File: src/hw/rtl/assert_macros.svh
// Assertion macros shared by the route table modules.
`ifndef ASSERT_MACROS_SVH
`define ASSERT_MACROS_SVH
`ifndef SYNTHESIS
`define ASSERT_IMPLY(lbl, clk, rst_n, ante, cons) \
	lbl: assert property (@(posedge clk) disable iff (!rst_n) (ante) |-> (cons)) \
	else $error("assertion failed");
`define ASSERT_NEXT(lbl, clk, rst_n, ante, cons) \
	lbl: assert property (@(posedge clk) disable iff (!rst_n) (ante) |=> (cons)) \
	else $error("assertion failed");
`else
`define ASSERT_IMPLY(lbl, clk, rst_n, ante, cons)
`define ASSERT_NEXT(lbl, clk, rst_n, ante, cons)
`endif
`endif

File: src/hw/rtl/dvrt_pkg.sv
// Types, codes and helpers shared by the route table modules.
package dvrt_pkg;

	localparam logic [1:0] REQ_LEARN  = 2'd0;
	localparam logic [1:0] REQ_TMO    = 2'd1;
	localparam logic [1:0] REQ_GC     = 2'd2;
	localparam logic [1:0] REQ_EXPORT = 2'd3;

	localparam logic [1:0] KIND_NONE     = 2'd0;
	localparam logic [1:0] KIND_INSTALL  = 2'd1;
	localparam logic [1:0] KIND_WITHDRAW = 2'd2;
	localparam logic [1:0] KIND_EXPORT   = 2'd3;

	localparam logic [1:0] CFG_INFINITY = 2'd0;
	localparam logic [1:0] CFG_TIMEOUT  = 2'd1;
	localparam logic [1:0] CFG_GC_HOLD  = 2'd2;

	localparam logic [7:0]  INFINITY_RST = 8'd16;
	localparam logic [30:0] TIMEOUT_RST  = 31'd180;
	localparam logic [30:0] GC_HOLD_RST  = 31'd120;

	localparam logic [15:0] FAMILY_IPV4 = 16'd2;
	localparam logic [5:0]  MAX_RESULTS = 6'd32;
	localparam logic [31:0] ALL_ONES    = 32'hFFFF_FFFF;

	localparam int IN_DATA_W  = 216;
	localparam int OUT_DATA_W = 120;

	typedef struct packed {
		logic [31:0] prefix;
		logic [5:0]  len;
		logic [7:0]  metric;
		logic [31:0] gateway;
		logic [2:0]  iface;
		logic [31:0] stamp;
	} slot_word_t;

	typedef struct packed {
		logic [1:0]  kind;
		logic [31:0] prefix;
		logic [5:0]  len;
		logic [31:0] mask;
		logic [31:0] gateway;
		logic [2:0]  iface;
		logic [7:0]  metric;
	} result_t;

	typedef struct packed {
		logic load;
		logic rd_en;
		logic probe;
		logic fin;
	} cmd_t;

	typedef struct packed {
		logic hold;
		logic out_free;
	} stat_t;

	function automatic logic [31:0] len_to_mask(input logic [5:0] len);
		len_to_mask = ~(ALL_ONES >> len);
	endfunction

	function automatic result_t make_result(input logic [1:0] kind, input slot_word_t w,
			input logic [2:0] iface, input logic [7:0] metric);
		result_t r;
		r.kind    = kind;
		r.prefix  = w.prefix;
		r.len     = w.len;
		r.mask    = len_to_mask(w.len);
		r.gateway = w.gateway;
		r.iface   = iface;
		r.metric  = metric;
		make_result = r;
	endfunction

endpackage

File: src/hw/rtl/dvrt_ram.sv
// Generic single-write, single-read RAM with registered read data.
module dvrt_ram #(
	parameter int WIDTH = 8,
	parameter int DEPTH = 32,
	localparam int AW = (DEPTH > 1) ? $clog2(DEPTH) : 1
) (
	input  logic             clk,
	input  logic             we,
	input  logic [AW-1:0]    waddr,
	input  logic [WIDTH-1:0] wdata,
	input  logic             re,
	input  logic [AW-1:0]    raddr,
	output logic [WIDTH-1:0] rdata
);

	logic [WIDTH-1:0] mem [DEPTH];

	always_ff @(posedge clk) begin
		if (we) begin
			mem[waddr] <= wdata;
		end
		if (re) begin
			rdata <= mem[raddr];
		end
	end

endmodule

File: src/hw/rtl/dvrt_ctrl.sv
// Sequencer that walks the table once per request and closes the run.
`include "assert_macros.svh"
module dvrt_ctrl #(
	parameter int SLOTS = 32,
	localparam int AW = (SLOTS > 1) ? $clog2(SLOTS) : 1
) (
	input  logic            clk,
	input  logic            arst_n,
	input  logic            s_tvalid,
	output logic            s_tready,
	input  dvrt_pkg::stat_t stat,
	output dvrt_pkg::cmd_t  cmd,
	output logic [AW-1:0]   rd_addr,
	output logic [AW-1:0]   ev_idx
);

	localparam int CW = $clog2(SLOTS + 1);
	localparam logic [1:0] ST_IDLE = 2'd0;
	localparam logic [1:0] ST_WALK = 2'd1;
	localparam logic [1:0] ST_FIN  = 2'd2;

	logic [1:0]    state_q;
	logic [CW-1:0] cnt_q;
	logic [CW-1:0] cnt_m1;

	assign s_tready = (state_q == ST_IDLE);
	assign cnt_m1   = cnt_q - CW'(1);
	assign rd_addr  = cnt_q[AW-1:0];
	assign ev_idx   = cnt_m1[AW-1:0];

	always_comb begin
		cmd.load  = s_tvalid && s_tready;
		cmd.probe = (state_q == ST_WALK) && (cnt_q != '0);
		cmd.rd_en = (state_q == ST_WALK) && !stat.hold && (cnt_q < CW'(SLOTS));
		cmd.fin   = (state_q == ST_FIN) && stat.out_free;
	end

	always_ff @(posedge clk or negedge arst_n) begin
		if (!arst_n) begin
			state_q <= ST_IDLE;
			cnt_q   <= '0;
		end else begin
			case (state_q)
				ST_IDLE: begin
					if (cmd.load) begin
						state_q <= ST_WALK;
						cnt_q   <= '0;
					end
				end
				ST_WALK: begin
					if (!stat.hold) begin
						cnt_q <= cnt_q + CW'(1);
						if (cnt_q == CW'(SLOTS)) begin
							state_q <= ST_FIN;
						end
					end
				end
				ST_FIN: begin
					if (cmd.fin) begin
						state_q <= ST_IDLE;
					end
				end
				default: begin
					state_q <= ST_IDLE;
				end
			endcase
		end
	end

	`ASSERT_NEXT(a_load_starts_walk, clk, arst_n, cmd.load, state_q == ST_WALK && cnt_q == '0)
	`ASSERT_IMPLY(a_fin_needs_room, clk, arst_n, cmd.fin, stat.out_free)
	`ASSERT_IMPLY(a_no_read_past_end, clk, arst_n, cmd.rd_en, cnt_q < CW'(SLOTS))

endmodule

File: src/hw/rtl/dvrt_datapath.sv
// Request decode, slot evaluation, table state and result registers.
`include "assert_macros.svh"
module dvrt_datapath #(
	parameter int SLOTS = 32,
	parameter int NUM_IFACES = 8,
	localparam int AW = (SLOTS > 1) ? $clog2(SLOTS) : 1
) (
	input  logic                                 clk,
	input  logic                                 arst_n,
	input  logic                                 cfg_we,
	input  logic [1:0]                           cfg_idx,
	input  logic [30:0]                          cfg_data,
	input  logic [dvrt_pkg::IN_DATA_W-1:0]       s_tdata,
	input  logic [1:0]                           s_tuser,
	input  dvrt_pkg::cmd_t                       cmd,
	input  logic [AW-1:0]                        rd_addr,
	input  logic [AW-1:0]                        ev_idx,
	output dvrt_pkg::stat_t                      stat,
	output logic                                 m_tvalid,
	input  logic                                 m_tready,
	output logic [dvrt_pkg::OUT_DATA_W-1:0]      m_tdata,
	output logic [1:0]                           m_tuser,
	output logic                                 m_tlast
);

	localparam int WW = $bits(dvrt_pkg::slot_word_t);

	logic [7:0]  inf_q;
	logic [30:0] tmo_q;
	logic [30:0] gc_q;

	// Decoded request.
	logic [1:0]  typ_q;
	logic [31:0] now_q;
	logic [2:0]  ifc_q;
	logic        ok_q;
	logic        exp_ok_q;
	logic        unreach_q;
	logic [31:0] pfx_q;
	logic [5:0]  len_q;
	logic [7:0]  cand_q;
	logic [31:0] nh_q;

	logic [31:0] in_src, in_pfx, in_mask, in_nh, in_met, inv;
	logic [15:0] in_fam;
	logic [2:0]  in_ifc;
	logic [5:0]  in_len;
	logic [7:0]  met_c;
	logic [8:0]  met_p1;
	logic        ifc_ok;

	logic [SLOTS-1:0] valid_q;
	logic [SLOTS-1:0] held_q;

	logic                 hit_found_q, free_found_q;
	logic [AW-1:0]        hit_idx_q, free_idx_q;
	dvrt_pkg::slot_word_t hit_w_q;
	logic [5:0]           n_q;

	dvrt_pkg::result_t pend_q, out_q, res, fin_res, inst_res, wd_res, empty_res;
	logic              pend_v_q, out_v_q, out_last_q;

	logic [WW-1:0]        rd_raw;
	dvrt_pkg::slot_word_t rd_w, tmo_w, new_w, wd_w, wr_w;
	logic                 we;
	logic [AW-1:0]        waddr;

	logic        v, h, room, tmo_hit, gc_hit, exp_hit, match, res_found, do_eval;
	logic [31:0] elapsed, limit;
	logic [7:0]  exp_met;
	logic        install, withdraw;
	logic [AW-1:0] inst_idx;

	always_ff @(posedge clk or negedge arst_n) begin
		if (!arst_n) begin
			inf_q <= dvrt_pkg::INFINITY_RST;
			tmo_q <= dvrt_pkg::TIMEOUT_RST;
			gc_q  <= dvrt_pkg::GC_HOLD_RST;
		end else if (cfg_we) begin
			case (cfg_idx)
				dvrt_pkg::CFG_INFINITY: inf_q <= cfg_data[7:0];
				dvrt_pkg::CFG_TIMEOUT:  tmo_q <= cfg_data;
				dvrt_pkg::CFG_GC_HOLD:  gc_q  <= cfg_data;
				default: begin
				end
			endcase
		end
	end

	always_comb begin
		in_ifc  = s_tdata[34:32];
		in_src  = s_tdata[66:35];
		in_fam  = s_tdata[82:67];
		in_pfx  = s_tdata[114:83];
		in_mask = s_tdata[146:115];
		in_nh   = s_tdata[178:147];
		in_met  = s_tdata[210:179];
		inv     = ~in_mask;
		in_len  = 6'($countones(in_mask));
		ifc_ok  = (32'(in_ifc) < NUM_IFACES);
		met_c   = (in_met > {24'd0, inf_q}) ? inf_q : in_met[7:0];
		met_p1  = {1'b0, met_c} + 9'd1;
	end

	always_ff @(posedge clk) begin
		if (cmd.load) begin
			typ_q    <= s_tuser;
			now_q    <= s_tdata[31:0];
			ifc_q    <= in_ifc;
			ok_q     <= (in_fam == dvrt_pkg::FAMILY_IPV4) && ifc_ok &&
				((inv & (inv + 32'd1)) == 32'd0);
			exp_ok_q <= ifc_ok;
			pfx_q    <= in_pfx & dvrt_pkg::len_to_mask(in_len);
			len_q    <= in_len;
			cand_q   <= (met_p1 > {1'b0, inf_q}) ? inf_q : met_p1[7:0];
			unreach_q <= (met_p1 > {1'b0, inf_q}) ? 1'b1 : (met_p1[7:0] == inf_q);
			nh_q     <= (in_nh == 32'd0) ? in_src : in_nh;
		end
	end

	dvrt_ram #(.WIDTH(WW), .DEPTH(SLOTS)) u_ram (
		.clk   (clk),
		.we    (we),
		.waddr (waddr),
		.wdata (wr_w),
		.re    (cmd.rd_en),
		.raddr (rd_addr),
		.rdata (rd_raw)
	);

	always_comb begin
		rd_w    = rd_raw;
		v       = valid_q[ev_idx];
		h       = held_q[ev_idx];
		elapsed = now_q - rd_w.stamp;
		limit   = {1'b0, tmo_q} + {1'b0, gc_q};
		room    = (n_q < dvrt_pkg::MAX_RESULTS);
		tmo_hit = (typ_q == dvrt_pkg::REQ_TMO) && v && !h &&
			(elapsed > {1'b0, tmo_q}) && room;
		gc_hit  = (typ_q == dvrt_pkg::REQ_GC) && v && h && (elapsed > limit);
		exp_hit = (typ_q == dvrt_pkg::REQ_EXPORT) && exp_ok_q && v &&
			(rd_w.iface != ifc_q) && room;
		match   = (typ_q == dvrt_pkg::REQ_LEARN) && v &&
			(rd_w.prefix == pfx_q) && (rd_w.len == len_q);
		res_found = tmo_hit || exp_hit;
		exp_met = (rd_w.metric > inf_q) ? inf_q : rd_w.metric;
		if (tmo_hit) begin
			res = dvrt_pkg::make_result(dvrt_pkg::KIND_WITHDRAW, rd_w, rd_w.iface, inf_q);
		end else begin
			res = dvrt_pkg::make_result(dvrt_pkg::KIND_EXPORT, rd_w, rd_w.iface, exp_met);
		end
		stat.out_free = !out_v_q || m_tready;
		stat.hold     = cmd.probe && res_found && pend_v_q && !stat.out_free;
		do_eval       = cmd.probe && !stat.hold;

		tmo_w        = rd_w;
		tmo_w.metric = inf_q;

		new_w.prefix  = pfx_q;
		new_w.len     = len_q;
		new_w.metric  = cand_q;
		new_w.gateway = nh_q;
		new_w.iface   = ifc_q;
		new_w.stamp   = now_q;

		wd_w        = hit_w_q;
		wd_w.metric = inf_q;
		wd_w.iface  = ifc_q;
		wd_w.stamp  = now_q;

		install  = (typ_q == dvrt_pkg::REQ_LEARN) && ok_q && !unreach_q &&
			(hit_found_q || free_found_q);
		withdraw = (typ_q == dvrt_pkg::REQ_LEARN) && ok_q && unreach_q && hit_found_q;
		inst_idx = hit_found_q ? hit_idx_q : free_idx_q;

		inst_res  = dvrt_pkg::make_result(dvrt_pkg::KIND_INSTALL, new_w, ifc_q, cand_q);
		wd_res    = dvrt_pkg::make_result(dvrt_pkg::KIND_WITHDRAW, wd_w, ifc_q, inf_q);
		empty_res = '0;
		if (typ_q == dvrt_pkg::REQ_LEARN) begin
			fin_res = install ? inst_res : (withdraw ? wd_res : empty_res);
		end else begin
			fin_res = pend_v_q ? pend_q : empty_res;
		end

		// Scan writes and the closing learn write never fall in the same cycle.
		we    = 1'b0;
		waddr = ev_idx;
		wr_w  = tmo_w;
		if (do_eval && tmo_hit) begin
			we = 1'b1;
		end else if (cmd.fin && (install || withdraw)) begin
			we    = 1'b1;
			waddr = install ? inst_idx : hit_idx_q;
			wr_w  = install ? new_w : wd_w;
		end
	end

	always_ff @(posedge clk or negedge arst_n) begin
		if (!arst_n) begin
			valid_q      <= '0;
			hit_found_q  <= 1'b0;
			free_found_q <= 1'b0;
			n_q          <= '0;
			pend_v_q     <= 1'b0;
			out_v_q      <= 1'b0;
		end else begin
			if (cmd.load) begin
				hit_found_q  <= 1'b0;
				free_found_q <= 1'b0;
				n_q          <= '0;
			end
			if (do_eval) begin
				if (match && !hit_found_q) begin
					hit_found_q <= 1'b1;
				end
				if ((typ_q == dvrt_pkg::REQ_LEARN) && !v && !free_found_q) begin
					free_found_q <= 1'b1;
				end
				if (gc_hit) begin
					valid_q[ev_idx] <= 1'b0;
				end
			end
			if (cmd.fin && install) begin
				valid_q[inst_idx] <= 1'b1;
			end
			if (out_v_q && m_tready) begin
				out_v_q <= 1'b0;
			end
			if (do_eval && res_found) begin
				n_q      <= n_q + 6'd1;
				pend_v_q <= 1'b1;
				if (pend_v_q) begin
					out_v_q <= 1'b1;
				end
			end
			if (cmd.fin) begin
				out_v_q  <= 1'b1;
				pend_v_q <= 1'b0;
			end
		end
	end

	always_ff @(posedge clk) begin
		if (do_eval) begin
			if (match && !hit_found_q) begin
				hit_idx_q <= ev_idx;
				hit_w_q   <= rd_w;
			end
			if ((typ_q == dvrt_pkg::REQ_LEARN) && !v && !free_found_q) begin
				free_idx_q <= ev_idx;
			end
			if (tmo_hit) begin
				held_q[ev_idx] <= 1'b1;
			end
		end
		if (cmd.fin && install) begin
			held_q[inst_idx] <= 1'b0;
		end
		if (cmd.fin && withdraw) begin
			held_q[hit_idx_q] <= 1'b1;
		end
		if (do_eval && res_found) begin
			pend_q <= res;
			if (pend_v_q) begin
				out_q      <= pend_q;
				out_last_q <= 1'b0;
			end
		end
		if (cmd.fin) begin
			out_q      <= fin_res;
			out_last_q <= 1'b1;
		end
	end

	assign m_tvalid = out_v_q;
	assign m_tuser  = out_q.kind;
	assign m_tlast  = out_last_q;
	assign m_tdata  = {7'd0, out_q.metric, out_q.iface, out_q.gateway, out_q.mask,
		out_q.len, out_q.prefix};

	`ASSERT_NEXT(a_hold_keeps_pending, clk, arst_n, stat.hold, pend_v_q && $stable(n_q))
	`ASSERT_IMPLY(a_hold_only_when_full, clk, arst_n, stat.hold, out_v_q && pend_v_q)
	`ASSERT_IMPLY(a_count_capped, clk, arst_n, do_eval && res_found, n_q < dvrt_pkg::MAX_RESULTS)

endmodule

File: src/hw/rtl/distance_vector_route_table.sv
// Top level of the distance-vector route table.
//
// Requests enter on the s_ channel (tuser = request type) and results leave on
// the m_ channel (tuser = result kind, tlast marks the final result of a run).
// Every request yields at least one result; a request with nothing to report
// yields a single kind-0 result with zero fields and tlast set.
// One request is worked at a time. After acceptance the sequencer walks every
// slot through the table RAM's registered read port, one slot per cycle unless
// the walk is paused, then closes the run. Learned entries commit to the table
// in the closing cycle. A result waits in a pending register and an output
// register; when both are full and the receiver stalls, the walk pauses on the
// current slot and resumes unchanged. Reset clears all slot valid bits at once
// and loads the register defaults; the table RAM needs no clearing pass.
// Configuration writes are taken on cfg_we at any edge.
module distance_vector_route_table #(
	parameter int TABLE_SLOTS = 32,
	parameter int NUM_IFACES = 8
) (
	input  logic                            clk,
	input  logic                            arst_n,
	input  logic                            cfg_we,
	input  logic [1:0]                      cfg_idx,
	input  logic [30:0]                     cfg_data,
	input  logic                            s_tvalid,
	output logic                            s_tready,
	// now, iface, src_ip, family, route_prefix, route_mask, route_gateway, route_metric
	input  logic [dvrt_pkg::IN_DATA_W-1:0]  s_tdata,
	// req_type
	input  logic [1:0]                      s_tuser,
	output logic                            m_tvalid,
	input  logic                            m_tready,
	// prefix, prefix length, mask, gateway, learned interface, metric
	output logic [dvrt_pkg::OUT_DATA_W-1:0] m_tdata,
	// result_kind
	output logic [1:0]                      m_tuser,
	output logic                            m_tlast
);

	localparam int AW = (TABLE_SLOTS > 1) ? $clog2(TABLE_SLOTS) : 1;

	dvrt_pkg::cmd_t  cmd;
	dvrt_pkg::stat_t stat;
	logic [AW-1:0]   rd_addr;
	logic [AW-1:0]   ev_idx;

	dvrt_ctrl #(.SLOTS(TABLE_SLOTS)) u_ctrl (
		.clk      (clk),
		.arst_n   (arst_n),
		.s_tvalid (s_tvalid),
		.s_tready (s_tready),
		.stat     (stat),
		.cmd      (cmd),
		.rd_addr  (rd_addr),
		.ev_idx   (ev_idx)
	);

	dvrt_datapath #(.SLOTS(TABLE_SLOTS), .NUM_IFACES(NUM_IFACES)) u_dp (
		.clk      (clk),
		.arst_n   (arst_n),
		.cfg_we   (cfg_we),
		.cfg_idx  (cfg_idx),
		.cfg_data (cfg_data),
		.s_tdata  (s_tdata),
		.s_tuser  (s_tuser),
		.cmd      (cmd),
		.rd_addr  (rd_addr),
		.ev_idx   (ev_idx),
		.stat     (stat),
		.m_tvalid (m_tvalid),
		.m_tready (m_tready),
		.m_tdata  (m_tdata),
		.m_tuser  (m_tuser),
		.m_tlast  (m_tlast)
	);

endmodule

File: config.mk
export PLATFORM = sky130hd
export DESIGN_NAME = distance_vector_route_table
export DESIGN_NICKNAME = d
export VERILOG_FILES = /design/src/hw/rtl/dvrt_pkg.sv /design/src/hw/rtl/dvrt_ram.sv /design/src/hw/rtl/dvrt_ctrl.sv /design/src/hw/rtl/dvrt_datapath.sv /design/src/hw/rtl/distance_vector_route_table.sv
export VERILOG_INCLUDE_DIRS = /design/src /design/src/hw/rtl
export SDC_FILE = /design/constraint.sdc
export NUM_CORES = 2
export LEC_CHECK = 0
export BUFFER_PORTS_ARGS = -buffer_cell sky130_fd_sc_hd__buf_4
export CAP_MARGIN = 20
export CORE_AREA = 2 2 719 542
export CTS_CLUSTER_SIZE = 16
export DETAILED_ROUTE_END_ITERATION = 10
export DIE_AREA = 0 0 721 544
export PLACE_DENSITY = 0.6
export SYNTH_ARGS = -nofsm -noshare
export SYNTH_HDL_FRONTEND = slang
export SYNTH_HIERARCHICAL = 1
export SYNTH_SLANG_ARGS = --single-unit
export TNS_END_PERCENT = 30
File: constraint.sdc
create_clock -name clk -period 18.8 [get_ports clk]
set_clock_uncertainty 0.05 [all_clocks]
set_input_delay 1.88 -clock clk [delete_from_list [all_inputs] [get_ports clk]]
set_output_delay 1.88 -clock clk [all_outputs]
set_load 0.05 [all_outputs]
==> qor.tcl <==
set qor(timing.reg2reg.worst_path_depth) 28
set qor(postSynthAreaPerCell_um2) 18.2
set qor(synthDistinctLibCells) 96
set qor(timing.final.setup_violations) 0
set qor(timing.final.crit_share) 0.528
set qor(crit_path_max_cell_delay_ns) 0.83
set qor(layout_cell_share_with_drive_strength_beyond_1) 0.186
set qor(hp-class) {register to register}
set qor(dp_wirelength_mm) 298
set qor(tritoncts.num_buffers) 410
set qor(worst_skew_pair_later_pin_latency_ns) 1.00
set qor(layout_min_cycle_time_ns) 9.93
set qor(hold_violations) 0
set qor(async_reset_ff_frac) 0.0279
set qor(timing_worst_setup_path_type) {register to register}
set qor(post_cts.resized_instances) 0
set qor(die_extent_in_y_um) 544
set qor(htree_levels) 5
set qor(cp_data_arrival_time_ns) 10.50
set qor(reg2reg_to) {u_dp/u_ram/mem[1][38]$_DFFE_PP_}
set qor(cts_num_sinks) 4306
set qor(placeableCoreArea_um2) 386000
set qor(tritoncts) {built}
set qor(cp-start-kind) {register}
set qor(cts.hold.buffers_added) 0
set qor(io_pins) 381
set qor(vdd_drop_max_v) 0.000205
set qor(synth_enable_flop_cells) 4153
set qor(fin_tns_setup_ns) 0
set qor(yosysSeqAreaShare) 0.744
set qor(total_power_mw) 32.6
set qor(maxSlewHeadroom) 0.145
set qor(maximum_number_of_pins_on_one_net_before_global_route_repair) 104
set qor(worst-r2r-setup-slack_ns) 8.87
set qor(worst_flop_to_flop_path_startpoint) {u_dp/now_q[0]$_DFFE_PP_}
set qor(detailroute.via_count) 96300
set qor(dp_slack_ns) 9.00
set qor(finalInstanceArea_um2) 196000
set qor(crit_slowest_cell) {sky130_fd_sc_hd__buf_4}
set qor(grt_util_all_layers) 0.258
set qor(post_cts_buffers) 0
set qor(number_of_drc_markers_after_the_initial_detailed_route_iteration) 13900
set qor(worst_hold_startpoint) {u_dp/u_ram/rdata[56]$_DFFE_PP_}
set qor(route.detailed.wl_per_inst_um) 33.3
set qor(io_buffers) 368
set qor(power_density_nw_per_um2) 167
set qor(rows) 198
set qor(grt_first_pass_wirelength_mm) 718
set qor(die_area_um2) 392000
set qor(post-route-worst-setup-slack_ns) 8.87
set qor(drc) 0
set qor(synth.ff_latch_count) 4306
set qor(grt_antenna_before_repair) 31
set qor(cp-startpoint) {u_dp/now_q[0]$_DFFE_PP_}
set qor(cell_area_after_technology_mapping_um2) 173000
set qor(ys_dominant_reg_cell) {sky130_fd_sc_hd__edfxtp_1}
set qor(critical_path_peak_fanout) 36
set qor(yosys_warnings) 6
set qor(cts_root_buffer) {sky130_fd_sc_hd__clkbuf_16}
set qor(worst_setup_path_end_kind) {register}
set qor(timing.fmax_mhz) 101
set qor(placed_area_um2) 182000
set qor(cp-endpoint) {u_dp/u_ram/mem[1][38]$_DFFE_PP_}
set qor(worst-slew-pin-transition_ns) 1.28
set qor(initial_utilization) 0.447
set qor(netlist_instances) 9510
set qor(timing_max_transition_violations_final) 0
set qor(grt_setup_unrepaired) {no}
set qor(post_drt_via_cell_ratio) 6.19
set qor(nNetsFinal) 10500
set qor(path_clk_slew_ns) 0.06
set qor(postRouteWirelength_mm) 518
set qor(die_w_um) 721
set qor(grt_remaining_overflow) 0
set qor(layout.core_utilization) 0.507
set qor(run_status) {finished, final reports clean}
set qor(layout-area-overhead-vs-synth_pct) 13.4
set qor(first_global_vias) 93000
set qor(critical_path_required_ns) 19.37
set qor(total_leakage_power_nw) 65.9
set qor(drt-pass1-iter-count) 6
set qor(postRouteAntennaNets) 0
set qor(place_congestion) 0.870
set qor(timing.max_cap.violations) 0
set qor(cts.path.max_buffers) 4
==> state kept, by name (all words and copies together), names as in the netlist, 6 cells and up <==
register          count
u_ctrl/cnt_q          6
u_dp/cand_q           8
u_dp/gc_q            31
u_dp/held_q          32
u_dp/hit_w_q         70
u_dp/inf_q            8
u_dp/len_q            6
u_dp/m_tdata        112
u_dp/n_q              6
u_dp/nh_q            32
u_dp/now_q           32
u_dp/pend_q         113
u_dp/pfx_q           32
u_dp/tmo_q           31
u_dp/u_ram/mem     3616
u_dp/u_ram/rdata    113
u_dp/valid_q         32
==> worst min path at each step <==
stage,endpoint,slack [ns],cells after the start
final,u_dp/pend_q[32]$_DFFE_PP_,0.43,0
after floorplan,u_dp/hit_w_q[77]$_DFFE_PP_,0.39,0
after detailed placement,u_dp/pend_q[32]$_DFFE_PP_,0.41,0
after global placement,u_dp/pend_q[32]$_DFFE_PP_,0.41,0
after global routing,u_dp/hit_w_q[65]$_DFFE_PP_,0.44,0
after CTS,u_dp/hit_w_q[65]$_DFFE_PP_,0.42,0
==> report_power, final <==
part | total (mW) | internal (mW) | switching (mW)
combinational | 11.2 | 3.60 | 7.64
clock | 8.16 | 4.53 | 3.63
sequential | 13.3 | 12.8 | 0.457
==> critical path: cells and delay by family (launching register included) <==
kind                       cells  cell delay, ns
xor gates and xnor gates       1            0.13
DFF                            1            0.35
buffers and inverters          6            2.75
and+or+nand+nor                8            2.46
adders and majority gates      3            1.03
AOI/OAI and AO/OA             10            2.61
==> layout by cell type, fill, tap and decap left out, types with 70 or more instances in the layout <==
master and count:
sky130_fd_sc_hd__a22o_1 70, sky130_fd_sc_hd__mux4_2 452, sky130_fd_sc_hd__mux2i_1 953, sky130_fd_sc_hd__nand4_1 82
sky130_fd_sc_hd__edfxtp_1 4153, sky130_fd_sc_hd__a31oi_1 74, sky130_fd_sc_hd__dfrtp_1 106, sky130_fd_sc_hd__clkinv_1 104
sky130_fd_sc_hd__mux2_2 80, sky130_fd_sc_hd__clkinv_2 71, sky130_fd_sc_hd__nand3_1 278, sky130_fd_sc_hd__clkbuf_1 71
sky130_fd_sc_hd__nor2_1 183, sky130_fd_sc_hd__a21o_1 215, sky130_fd_sc_hd__o21ai_0 134, sky130_fd_sc_hd__ha_1 162
sky130_fd_sc_hd__a22oi_1 676, sky130_fd_sc_hd__nand2_1 303, sky130_fd_sc_hd__inv_1 174, sky130_fd_sc_hd__xnor2_1 71
sky130_fd_sc_hd__buf_4 612, sky130_fd_sc_hd__clkbuf_16 412, sky130_fd_sc_hd__a21oi_1 126
==> logic make-up (layout without fill, tap and decap cells) <==
logic type,Yosys count,count (layout),synth area share
AND/OR/NAND/NOR,1148,1148,0.0327
AO/OA/AOI/OAI,1584,1584,0.0658
other,1,61,0.0000217
XOR/XNOR,112,112,0.00568
buffers and inverters,686,1572,0.0179
multiplexers,1485,1485,0.119
flip-flops,4306,4306,0.744
adder cells (fa/ha/maj),188,188,0.0148
==> cells in the mapped netlist, types with 25 or more instances <==
library cell	n	area (um2)
sky130_fd_sc_hd__edfxtp_1	4153	125000
sky130_fd_sc_hd__mux2i_1	953	9540
sky130_fd_sc_hd__a22oi_1	676	5070
sky130_fd_sc_hd__mux4_2	452	10200
sky130_fd_sc_hd__nand2_1	305	1140
sky130_fd_sc_hd__nand3_1	278	1390
sky130_fd_sc_hd__clkbuf_1	261	980
sky130_fd_sc_hd__nor2_1	225	845
sky130_fd_sc_hd__a21o_1	215	1610
sky130_fd_sc_hd__inv_1	177	664
sky130_fd_sc_hd__o21ai_0	166	831
sky130_fd_sc_hd__ha_1	162	2030
sky130_fd_sc_hd__buf_2	143	716
sky130_fd_sc_hd__a21oi_1	127	636
sky130_fd_sc_hd__dfrtp_1	111	2780
sky130_fd_sc_hd__nand4_1	82	513
sky130_fd_sc_hd__mux2_2	80	901
sky130_fd_sc_hd__a31oi_1	75	469
sky130_fd_sc_hd__xnor2_1	71	622
sky130_fd_sc_hd__a22o_1	70	613
sky130_fd_sc_hd__buf_4	55	413
sky130_fd_sc_hd__xor2_1	41	359
sky130_fd_sc_hd__nor2b_1	39	244
sky130_fd_sc_hd__nor4_1	39	244
sky130_fd_sc_hd__nor3_1	34	170
sky130_fd_sc_hd__a2bb2oi_1	33	289
sky130_fd_sc_hd__dfxtp_1	33	661
sky130_fd_sc_hd__buf_1	32	120
sky130_fd_sc_hd__o21a_1	29	218
sky130_fd_sc_hd__fa_1	26	521
sky130_fd_sc_hd__nand2b_1	26	163
sky130_fd_sc_hd__o22ai_1	25	156
==> area by class of cell <==
| class | instances | area, um2 |
|---|---|---|
| Inverter | 178 | 681 |
| Clock inverter | 253 | 2410 |
| Sequential cell | 4306 | 128000 |
| Multi-Input combinational cell | 4524 | 41800 |
| Tap cell | 5100 | 6380 |
| Antenna cell | 54 | 135 |
| Clock buffer | 483 | 10600 |
| Timing Repair Buffer | 658 | 5450 |
| Fill cell | 31000 | 190000 |
==> layer usage <==
layer / part of all wire / routed length, um / track usage
met1: 0.41 / 213000 / 0.373
met2: 0.46 / 241000 / 0.408
met3: 0.086 / 44500 / 0.0335
met4: 0.037 / 19200 / 0.0850
met5: 0.000070 / 36 / 0
==> through the flow <==
step	instances	hold slack, ns
4_1_cts	15500	0.419
3_3_place_gp	14700	0.411
3_5_place_dp	14700	0.410
2_1_floorplan	9516	0.393
6_report	15600	0.426
5_1_grt	15500	0.444
Note: power is estimated with default switching activity, not from simulation.
